===== config.mk =====
export PLATFORM = sky130hd
export DESIGN_NAME = proximity_neighbor_table_top
export DESIGN_NICKNAME = d
export VERILOG_FILES = /design/src/sv/pnt_pkg.sv /design/src/sv/pnt_cell.sv /design/src/sv/pnt_ctrl.sv /design/src/sv/proximity_neighbor_table_top.sv
export SDC_FILE = /design/constraint.sdc
export NUM_CORES = 2
export LEC_CHECK = 0
export BUFFER_PORTS_ARGS = -buffer_cell sky130_fd_sc_hd__buf_2
export CAP_MARGIN = 20
export CORE_ASPECT_RATIO = 0.9
export CORE_UTILIZATION = 60
export CTS_CLUSTER_DIAMETER = 50
export DETAILED_ROUTE_END_ITERATION = 7
export HOLD_SLACK_MARGIN = 0.08
export PLACE_DENSITY = 0.74
export SLEW_MARGIN = 20
export SYNTH_ARGS = -nofsm -noshare
export SYNTH_HDL_FRONTEND = slang
export SYNTH_SLANG_ARGS = --single-unit

===== constraint.sdc =====
create_clock -name i_clk -period 17.8 [get_ports i_clk]
set_input_delay 3.56 -clock i_clk [delete_from_list [all_inputs] [get_ports i_clk]]
set_output_delay 3.56 -clock i_clk [all_outputs]
set_load 0.02 [all_outputs]

===== src/sv/pnt_pkg.sv =====
package pnt_pkg;

    localparam int unsigned TableEntriesDefault = 16;

    localparam logic signed [7:0] RssiThresholdReset = -8'sd65;
    localparam logic [3:0]        LeaveLimitReset    = 4'd3;
    localparam logic [15:0]       TimeoutReset       = 16'd30;

    // Configuration register indexes.
    localparam logic [1:0] RegRssiThreshold = 2'd0;
    localparam logic [1:0] RegLeaveLimit    = 2'd1;
    localparam logic [1:0] RegTimeout       = 2'd2;

    // Commands.
    localparam logic CmdBeacon = 1'b0;
    localparam logic CmdTick   = 1'b1;

    // Event codes.
    localparam logic [1:0] EvNone   = 2'd0;
    localparam logic [1:0] EvDetect = 2'd1;
    localparam logic [1:0] EvLeave  = 2'd2;

    localparam logic [3:0] WeakMax = 4'd15;

    typedef struct packed {
        logic        command;
        logic [31:0] sender_id;
        logic signed [7:0] rssi;
        logic [31:0] now_seconds;
    } t_request;

    typedef struct packed {
        logic [1:0]  event_res;
        logic [31:0] neighbor_id;
        logic        last;
    } t_result;

    // Scan token handed from cell to cell during a request.
    typedef struct packed {
        logic        active;     // token is in this cell
        logic        found;      // sender already matched in an earlier cell
    } t_token;

    // What a cell reports in the cycle that it holds the token.
    typedef struct packed {
        logic        emit;
        logic [31:0] neighbor_id;
    } t_cell_out;

endpackage


===== src/sv/pnt_cell.sv =====
// One table slot. When the scan token sits here, the slot checks the current
// request and updates itself; the token moves to the next cell next cycle.
module pnt_cell (
    input  logic              i_clk,
    input  logic              i_rst_n,
    input  logic              i_clear,      // first cycle of a new request
    input  pnt_pkg::t_token   i_token,
    input  pnt_pkg::t_request i_req,
    input  logic signed [7:0] i_rssi_threshold,
    input  logic [3:0]        i_leave_limit,
    input  logic [15:0]       i_timeout,
    input  logic              i_claim,      // this slot takes the new sender
    output pnt_pkg::t_token   o_token,
    output pnt_pkg::t_cell_out o_out,
    output logic              o_free
);

    logic [31:0] r_id;
    logic [31:0] r_seen;
    logic [3:0]  r_weak;

    logic        n_match;
    logic        is_weak;
    logic [3:0]  weak_inc;
    logic        expired;
    logic [32:0] age;

    pnt_pkg::t_cell_out n_out;

    // Slot evaluation for the request at the token.
    always_comb begin
        n_match  = i_token.active && (i_req.command == pnt_pkg::CmdBeacon) &&
                   (r_id == i_req.sender_id) && (r_id != 32'd0);
        is_weak  = i_req.rssi < i_rssi_threshold;
        weak_inc = (r_weak < pnt_pkg::WeakMax) ? r_weak + 4'd1 : r_weak;
        age      = {1'b0, i_req.now_seconds} - {1'b0, r_seen};
        expired  = (r_id != 32'd0) && !age[32] && (age[31:0] >= {16'd0, i_timeout});
        n_out             = '0;
        n_out.neighbor_id = r_id;
        if (i_token.active) begin
            if (i_req.command == pnt_pkg::CmdTick) begin
                n_out.emit = expired;
            end else begin
                n_out.emit = n_match && is_weak && (weak_inc >= i_leave_limit);
            end
        end
        o_out  = n_out;
        o_free = (r_id == 32'd0);
    end

    // Token forwarding: the match flag is collected along the row.
    always_ff @(posedge i_clk) begin
        if (!i_rst_n || i_clear) begin
            o_token <= '0;
        end else begin
            o_token.active <= i_token.active;
            o_token.found  <= i_token.found | n_match;
        end
    end

    // Slot state. A claim comes from the sequencer once the whole row is known.
    always_ff @(posedge i_clk) begin
        if (!i_rst_n) begin
            r_id   <= '0;
            r_seen <= '0;
            r_weak <= '0;
        end else if (n_out.emit) begin
            r_id   <= '0;
            r_seen <= '0;
            r_weak <= '0;
        end else if (n_match) begin
            if (is_weak) begin
                r_weak <= weak_inc;
            end else begin
                r_seen <= i_req.now_seconds;
                r_weak <= '0;
            end
        end else if (i_claim) begin
            r_id   <= i_req.sender_id;
            r_seen <= i_req.now_seconds;
            r_weak <= '0;
        end
    end

endmodule


===== src/sv/pnt_ctrl.sv =====
// Sequencer: launches the token, runs the claim step, and drives results.
module pnt_ctrl #(
    parameter int unsigned TableEntries = pnt_pkg::TableEntriesDefault
) (
    input  logic                    i_clk,
    input  logic                    i_rst_n,
    input  logic                    i_start,
    input  pnt_pkg::t_request       i_req,
    input  logic signed [7:0]       i_rssi_threshold,
    input  pnt_pkg::t_token         i_tail,      // token leaving the last cell
    input  pnt_pkg::t_cell_out      i_cell_out [TableEntries],
    input  logic [TableEntries-1:0] i_free,
    output logic                    o_busy,
    output logic                    o_clear,
    output pnt_pkg::t_token         o_head,
    output logic [TableEntries-1:0] o_claim,
    output pnt_pkg::t_request       o_req,
    output logic                    o_valid,
    output pnt_pkg::t_result        o_result
);

    typedef enum logic [1:0] {
        ST_IDLE,
        ST_SCAN,
        ST_CLAIM
    } t_state;

    localparam int unsigned IdxW = (TableEntries > 1) ? $clog2(TableEntries) : 1;

    t_state                r_state;
    logic [IdxW-1:0]       r_pos;
    logic                  r_head;
    logic                  r_pend;      // a leave is held back to learn "last"
    logic [31:0]           r_pend_id;
    pnt_pkg::t_request     r_req;
    logic                  r_valid;
    pnt_pkg::t_result      r_result;

    pnt_pkg::t_cell_out    cur;
    logic                  at_end;
    logic                  detect;
    logic [TableEntries-1:0] first_free;

    // Current cell, end of row, and the lowest free slot for a new sender.
    always_comb begin
        cur    = i_cell_out[r_pos];
        at_end = (r_pos == IdxW'(TableEntries - 1));
        first_free = '0;
        for (int k = TableEntries - 1; k >= 0; k--) begin
            if (i_free[k]) begin
                first_free    = '0;
                first_free[k] = 1'b1;
            end
        end
        detect = (r_state == ST_CLAIM) && (r_req.command == pnt_pkg::CmdBeacon) &&
                 (r_req.sender_id != 32'd0) && !i_tail.found &&
                 !(r_req.rssi < i_rssi_threshold) && (|i_free);
    end

    assign o_busy   = (r_state != ST_IDLE);
    assign o_clear  = i_start && !o_busy;
    assign o_head   = '{active: r_head, found: 1'b0};
    assign o_req    = r_req;
    assign o_valid  = r_valid;
    assign o_result = r_result;
    assign o_claim  = detect ? first_free : '0;

    // State and registered result.
    always_ff @(posedge i_clk) begin
        if (!i_rst_n) begin
            r_state <= ST_IDLE;
            r_pos   <= '0;
            r_head  <= 1'b0;
            r_pend  <= 1'b0;
            r_valid <= 1'b0;
        end else begin
            r_valid <= 1'b0;
            r_head  <= 1'b0;
            unique case (r_state)
                ST_IDLE: begin
                    if (i_start) begin
                        r_req   <= i_req;
                        r_pos   <= '0;
                        r_pend  <= 1'b0;
                        r_head  <= 1'b1;
                        r_state <= ST_SCAN;
                    end
                end
                ST_SCAN: begin
                    if (cur.emit) begin
                        if (r_pend) begin
                            r_valid  <= 1'b1;
                            r_result <= '{event_res: pnt_pkg::EvLeave,
                                          neighbor_id: r_pend_id, last: 1'b0};
                        end
                        r_pend    <= 1'b1;
                        r_pend_id <= cur.neighbor_id;
                    end
                    if (at_end) begin
                        r_state <= ST_CLAIM;
                    end else begin
                        r_pos <= r_pos + IdxW'(1);
                    end
                end
                ST_CLAIM: begin
                    r_state <= ST_IDLE;
                    if (r_pend) begin
                        r_valid  <= 1'b1;
                        r_result <= '{event_res: pnt_pkg::EvLeave,
                                      neighbor_id: r_pend_id, last: 1'b1};
                    end else if (r_req.command == pnt_pkg::CmdTick) begin
                        r_valid  <= 1'b1;
                        r_result <= '{event_res: pnt_pkg::EvNone,
                                      neighbor_id: 32'd0, last: 1'b1};
                    end else if (detect) begin
                        r_valid  <= 1'b1;
                        r_result <= '{event_res: pnt_pkg::EvDetect,
                                      neighbor_id: r_req.sender_id, last: 1'b1};
                    end
                end
                default: r_state <= ST_IDLE;
            endcase
        end
    end

endmodule


===== src/sv/proximity_neighbor_table_top.sv =====
// Results: the last result of a request is registered in the claim step after the
// token walk; leaves found by a tick come out during the scan, each held back to
// learn whether it is the last, and the last one comes out with the claim step.
// Requests: one at a time, through the token walk over the slot cells, the claim step and idle.
// Reset: synchronous, active low; clears all slots and loads the register
// defaults. The receiver cannot stall the result strobe.
module proximity_neighbor_table_top #(
    parameter int unsigned TABLE_ENTRIES = pnt_pkg::TableEntriesDefault
) (
    input  logic              i_clk,
    input  logic              i_rst_n,
    input  logic              start,
    output logic              busy,
    input  pnt_pkg::t_request i_req,
    input  logic              i_cfg_we,
    input  logic [1:0]        i_cfg_index,
    input  logic [15:0]       i_cfg_data,
    output logic              o_valid,
    output pnt_pkg::t_result  o_result
);

    logic signed [7:0] r_rssi_threshold;
    logic [3:0]        r_leave_limit;
    logic [15:0]       r_timeout;

    pnt_pkg::t_token    token [TABLE_ENTRIES+1];
    pnt_pkg::t_cell_out cell_out [TABLE_ENTRIES];
    pnt_pkg::t_request  req;
    logic [TABLE_ENTRIES-1:0] claim;
    logic [TABLE_ENTRIES-1:0] free_slot;
    logic clear;

    // Configuration registers.
    always_ff @(posedge i_clk) begin
        if (!i_rst_n) begin
            r_rssi_threshold <= pnt_pkg::RssiThresholdReset;
            r_leave_limit    <= pnt_pkg::LeaveLimitReset;
            r_timeout        <= pnt_pkg::TimeoutReset;
        end else if (i_cfg_we) begin
            unique case (i_cfg_index)
                pnt_pkg::RegRssiThreshold: r_rssi_threshold <= i_cfg_data[7:0];
                pnt_pkg::RegLeaveLimit:    r_leave_limit    <= i_cfg_data[3:0];
                pnt_pkg::RegTimeout:       r_timeout        <= i_cfg_data;
                default: ;
            endcase
        end
    end

    // Row of slot cells; each hands the token to its neighbor.
    genvar g;
    generate
        for (g = 0; g < TABLE_ENTRIES; g++) begin : g_cell
            pnt_cell u_cell (
                .i_clk           (i_clk),
                .i_rst_n         (i_rst_n),
                .i_clear         (clear),
                .i_token         (token[g]),
                .i_req           (req),
                .i_rssi_threshold(r_rssi_threshold),
                .i_leave_limit   (r_leave_limit),
                .i_timeout       (r_timeout),
                .i_claim         (claim[g]),
                .o_token         (token[g+1]),
                .o_out           (cell_out[g]),
                .o_free          (free_slot[g])
            );
        end
    endgenerate

    pnt_ctrl #(.TableEntries(TABLE_ENTRIES)) u_ctrl (
        .i_clk           (i_clk),
        .i_rst_n         (i_rst_n),
        .i_start         (start),
        .i_req           (i_req),
        .i_rssi_threshold(r_rssi_threshold),
        .i_tail          (token[TABLE_ENTRIES]),
        .i_cell_out      (cell_out),
        .i_free          (free_slot),
        .o_busy          (busy),
        .o_clear         (clear),
        .o_head          (token[0]),
        .o_claim         (claim),
        .o_req           (req),
        .o_valid         (o_valid),
        .o_result        (o_result)
    );

    // A result only appears while a request is in progress or just finished.
    a_valid_busy: assert property (@(posedge i_clk) disable iff (!i_rst_n)
        o_valid |-> $past(busy)) else $error("result without request");

    // The last flag is seen once busy drops.
    a_last_end: assert property (@(posedge i_clk) disable iff (!i_rst_n)
        (o_valid && o_result.last) |-> !busy) else $error("last while busy");

endmodule


## After elaboration in Yosys (flattened, before gate mapping)

Index checks and enable logic that the tools add are counted.

| operators by class | value |
|---|---|
| $add $sub $neg | 33 |
| order comparisons | 50 |
| eq/ne operators | 43 |
| muxes and demuxes | 171 |
| bitwise operators | 34 |
| reduce and logical (&&, ||, !) cells | 252 |

Operators with widths:

| cell | count |
|---|---|
| 32-bit 2-to-1 mux | 33 |
| 32-bit nonzero test | 17 |
| 32-bit by 32-bit subtractor with 33-bit output | 16 |
| 32-bit == test | 16 |
| 32-bit by 16-bit >= comparator with 1-bit output | 16 |
| 32-bit zero test | 16 |
| 16-bit 2-to-1 mux | 17 |
| 4-bit 2-to-1 mux | 66 |
| 35-bit 2-to-1 mux | 5 |
| 33-bit binary-select mux with 4-bit select | 1 |
| 1-bit logical AND | 118 |
| 2-bit AND reduction | 37 |
| 35-bit case mux with 2 select lines | 1 |
| 4-bit by 1-bit adder with 4-bit output (second input constant) | 17 |
| 33-bit 2-to-1 mux | 2 |
| 4-bit >= comparator | 16 |
| 4-bit less-than comparator (second input constant) | 16 |
| 1-bit 2-to-1 mux | 40 |
| 2-bit nonzero test | 19 |
| 2-bit inequality test (second input constant) | 18 |
| 2-bit OR reduction | 16 |
| 1-bit zero test | 20 |
| 1-bit inverter | 18 |
| 16-bit OR reduction | 1 |
| other kinds (17) | 41 |

| word-level totals | value |
|---|---|
| flip-flop bits (word level) | 1296 |

## Longest topological paths before layout

| depth | value |
|---|---|
| depth after elaboration | 20 |
| gate-level depth with buffers | 30 |
| depth with buffers taken out | 27 |

## Modules after synthesis

Synthesis repeated with hierarchy kept, for this count alone.

| second synthesis, totals | value |
|---|---|
| cells, all modules | 12744 |
| area, all modules | 106415.8 um2 |

Modules (own cells, without submodules):

| module | instances | cells an instance | area each (um2) |
|---|---|---|---|
| pnt_cell (g_cell[10].u_cell ...) | 11 | 730 | 5818.1 |
| pnt_cell (g_cell[8].u_cell ...) | 2 | 746 | 5860.6 |
| pnt_ctrl | 1 | 597 | 9653.0 |
| pnt_cell (g_cell[0].u_cell) | 1 | 916 | 7005.5 |
| pnt_cell (g_cell[14].u_cell) | 1 | 774 | 6527.5 |
| pnt_cell (g_cell[13].u_cell) | 1 | 817 | 6336.1 |
| proximity_neighbor_table_top | 1 | 118 | 1173.6 |

## Worst setup path before layout

OpenSTA, ideal clock, no wires.

| path | value |
|---|---|
| path type | reg-to-reg |
| start | register u_ctrl.r_req, in the netlist u_ctrl.o_req[1] |
| end | register u_ctrl.r_pend_id[0] (enable) |
| setup time | 461 ps |
| arrival time | 7441 ps |
| setup slack | 9898 ps |
| stages on the path, launching flop included | 27 |
| path buffers | 2 |
| clock period less this slack | 7902 ps |
| cells stage by stage | edfxtp_1 clkbuf_1 clkbuf_1 inv_1 fa_1 nor2b_1 o31a_1 o21ai_0 nand2b_1 a31oi_1 o21ai_0 a21oi_1 xnor2_1 ha_1 nand4_1 nor2_1 o21ai_0 a21oi_1 nor2_1 nor4_1 nor4_1 and4_1 nand4_1 o32ai_1 a2111oi_0 a22oi_2 nor3_1 |

| between the ends | value |
|---|---|
| cells in the longest elaborated chain, start to end | 10 |

Ends and longest elaborated chain:

| element | line | source |
|---|---|---|
| start, declared | pnt_ctrl.sv:35 | `pnt_pkg::t_request r_req;` |
| start signal, assigned | pnt_ctrl.sv:82 | `r_req <= i_req;` |
| parallel branches: the longest is 6 deep, another holds 32-bit by 32-bit subtractor with 33-bit output | n/a |  |
| 33-bit binary-select mux with 4-bit select (*) | pnt_ctrl.sv:46 | `cur = i_cell_out[r_pos];` |
| 33-bit 2-to-1 mux (not written as such) (*) (2 in a row) | pnt_ctrl.sv:46 |  |
| 3-bit AND reduction (no line) (*) | n/a |  |
| end signal, assigned | pnt_ctrl.sv:97 | `r_pend_id <= cur.neighbor_id;` |
| end, declared | pnt_ctrl.sv:34 | `logic [31:0] r_pend_id;` |

Every way passes the cells marked *. The select of a mux whose other input is x is not followed.
A chain may end at the register's enable or synchronous reset.

## Final worst setup path

| path | value |
|---|---|
| start | register u_ctrl.r_req, in the netlist u_ctrl.o_req[0] |
| end | register u_ctrl.r_pend_id[16] (enable) |

Same word-level chain as after synthesis.

==> qor.yml <==
status:
  status: "finished, violations left"
  violations: "design-rule violations"
routing:
  drt_iter0_drc: 11900
  via_count: 94400
  ant_nets: 0
  wl_per_cell_microns: 27.3
  routed_wl_microns: 382000
  firstDrtPassIters: 8
  route.detailed.drc: 5
  viasPerCell: 6.76
final_layout:
  post-route-util_pct: 66.0
  layout_commonest_cell: "nor2_1"
  fill_cells: 13300
  regArea_sq_um: 27400
  mostFrequentLayoutCells: "nor2_1, a21oi_1, dfxtp_1, nand2_1, ha_1"
  drive_gt1_share_pct: 8.03
  multiInputGateArea_sq_um: 63000
  syn2layout_area_growth_pct: 9.07
  fin_nets: 12700
timing:
  drv_slew: 0
  final.setup.tns_ns: 0
  fin_crit_sh_pct: 46.2
  rsz0062_at_grt: "false"
  setup_viol: 0
  finalClockSkew_ns: 0.0532
  whs_ns: 0.433
  tightest_slew_ns: 1.28
  slew_headroom_pct: 14.4
  finalCriticalPeriod_ns: 8.22
  finalHoldViolCount: 0
  fmax_mhz: 122
min_path:
  whs_endpoint: "g_cell[11].u_cell.o_token[0]$_SDFF_PP0_"
  worst_hold_path.num_cells: 2
  min_path_type: "flip-flop to flip-flop"
  worstHoldStart: "g_cell[10].u_cell.o_token[0]$_SDFF_PP0_"
logic_synthesis:
  netlist_area_sq_um: 95200
  syn_inst: 11900
  synthFlopType: "dfxtp_1"
  async_flop_share_pct: 0
  yosysWarnings: 0
  ys_ff_latch: 1296
  yosys.area.top_type: "dfxtp_1"
  syn-num-nets: 12800
  ys_seq_area_share_pct: 28.7
  yosysUniqueCellTypes: 92
  netlist.area_leader.share_pct: 24.3
  synth_edf_count: 140
  synth_area_leaders: "dfxtp_1, ha_1, a21oi_1"
  syn_area_per_cell_sq_um: 8.03
placed_design:
  hpwl_microns: 276000
  gp_congestion: 1.13
  portBuffers: 131
setup_path:
  critPathLaunchType: "flip-flop"
  required_ns: 18.33
  path_buf_inv: 3
  cpMaxStageDelayCell: "o32ai_1"
  cp_top_family: "compound AO/OA/AOI/OAI gates"
  r2r.worst_path.cells: 26
  worstReg2RegEnd: "u_ctrl.r_pend_id[16]$_DFFE_PP_"
  startpoint: "u_ctrl.o_req[0]$_DFFE_PP_"
  crit_path_max_fanout: 32
  arrival_ns: 8.75
  r2r_setup_slack_ns: 9.58
  path_class: "flip-flop to flip-flop"
  crit_path_end_kind: "flip-flop"
  r2r_start: "u_ctrl.o_req[0]$_DFFE_PP_"
  crit_path_max_incr_delay_ns: 0.78
clock_network:
  cts_tree: "yes"
  ctsResizeCount: 0
  cts_hold_buf: 0
  cts_setup_buffers: 0
  clk_pin_slew_worst_paths_ns: 0.07
  clock_path_buffers: 3
  insertion_delay_ns: 0.85
  htreeDepth: 4
  cts_root_buf: "clkbuf_16"
  cts-buffers-inserted: 160
  cts_sinks: 1296
floorplan:
  row_count: 138
  initial_core_util_pct: 60.5
  core_region_area_sq_um: 157000
  die_h_microns: 380
  dieWidth_microns: 422
  die_area_sq_um: 160000
  pin_count: 132
flow_run:
  cap_violations: 0
grt:
  antenna_found_initial: 34
  grt_max_degree: 69
  grt_overflow_total: 0
  grt_usage_pct: 46.0
  grt_pass1_vias: 88400
  grt_pass1_wl_microns: 561000
pwr:
  ir_drop_v: 0.000108
  power_leakage_nw: 41.5
  cellPowerDensity_nw_per_um2: 74.1
==> sequential cells by signal, summed over array words and instances, names as in the netlist, 4 cells and up <==
name and cells:
u_ctrl.r_pos 4, u_ctrl.r_pend_id 32, r_timeout 16, r_rssi_threshold 8
r_leave_limit 4, g_cell.u_cell.r_weak 64, u_ctrl.o_req 73, g_cell.u_cell.r_id 512
u_ctrl.o_result 35, g_cell.u_cell.o_token 31, g_cell.u_cell.r_seen 512
==> per-stage QoR <==
step	instance area (sq um)	cells	setup slack [ns]	total power, mW
6_report	104000	14000	9.58	7.70
5_1_grt	104000	14000	9.42	7.88
4_1_cts	104000	14000	9.80	7.65
3_5_place_dp	98000	13700	9.82	4.18
3_3_place_gp	98000	13700	9.82	4.16
2_1_floorplan	95200	11900	9.90	3.82
==> kinds of logic after synthesis <==
group	share of synthesized area (%)
XOR/XNOR	7.50
multiplexers	7.77
flip-flops	28.7
adder cells (fa/ha/maj)	11.6
AND/OR/NAND/NOR	19.8
AO/OA/AOI/OAI	19.2
buffers and inverters	5.35
==> cells in the mapped netlist, drive strengths merged, types with 30 or more instances <==
cell and number:
xor2 464, a211o 34, a21oi 1385, mux4 160, nand3b 37, clkbuf 581, or4 33, a2111oi 40
a211oi 91, nand2 897, a21o 214, o2111ai 44, mux2i 345, o31ai 32, a31oi 72, ha 859
nand3 223, nor2b 86, mux2 30, nand4 230, nand2b 112, dfxtp 1156, xnor2 351, nor4 306
buf 72, or3 51, o211ai 95, o21ai 447, and4 32, and3 85, o21bai 50, nor3 180
inv 691, nor2 1553, edfxtp 140, o21a 137, and2 65
==> worst register-to-register path, stage by stage (launching register included) <==
cell and delay (ns):
edfxtp_1 0.67, buf_4 0.33, inv_2 0.54, ha_1 0.36
nor2b_1 0.08, o31a_1 0.28, a31o_2 0.26, or2_2 0.31
or3_1 0.31, a21oi_1 0.22, o21ai_0 0.12, a21oi_1 0.20
xnor2_1 0.14, ha_1 0.26, a221oi_1 0.26, o211ai_1 0.14
a211oi_1 0.25, o211ai_1 0.16, or4_1 0.54, nor4_1 0.15
and4_1 0.22, nand4_1 0.09, o32ai_1 0.78, a2111oi_2 0.32
a22oi_2 0.44, nor3_2 0.12, buf_4 0.33
==> layout make-up <==
| cell class | count | area share, % |
|---|---|---|
| Sequential cell | 1296 | 26.4 |
| Tap cell | 2100 | 2.53 |
| Multi-Input combinational cell | 9211 | 60.7 |
| Clock inverter | 96 | 1.16 |
| Clock buffer | 204 | 4.35 |
| Antenna cell | 14 | 0.0338 |
| Inverter | 691 | 2.50 |
| Timing Repair Buffer | 360 | 2.34 |
==> layer usage <==
metal	global-route usage (%)	part of all wire (%)	vias up
met5	0	0.069	-
met4	32.9	8.5	38
met3	13.7	13	1581
met2	67.2	41	5965
met1	57.6	38	44500
li1	-	-	42300
==> worst max path at each step <==
| stage | slack [ns] | depth (start not counted) | end |
|---|---|---|---|
| after floorplan | 9.90 | 26 | u_ctrl.r_pend_id[0]$_DFFE_PP_ |
| after global placement | 9.82 | 26 | u_ctrl.r_pend_id[8]$_DFFE_PP_ |
| final | 9.58 | 26 | u_ctrl.r_pend_id[16]$_DFFE_PP_ |
| after global routing | 9.42 | 23 | u_ctrl.r_pend_id[16]$_DFFE_PP_ |
| after CTS | 9.80 | 26 | u_ctrl.r_pend_id[16]$_DFFE_PP_ |
| after detailed placement | 9.82 | 26 | u_ctrl.r_pend_id[16]$_DFFE_PP_ |
==> power by group <==
group / switching, mW / leakage (nW) / internal, mW / total (mW)
Clock: 1.48 / 2.78 / 2.05 / 3.53
Sequential: 0.0184 / 10.6 / 2.97 / 2.98
Combinational: 0.785 / 28.2 / 0.399 / 1.18
Total: 2.28 / 41.5 / 5.42 / 7.70
Note: power is estimated with default switching activity, not from simulation.
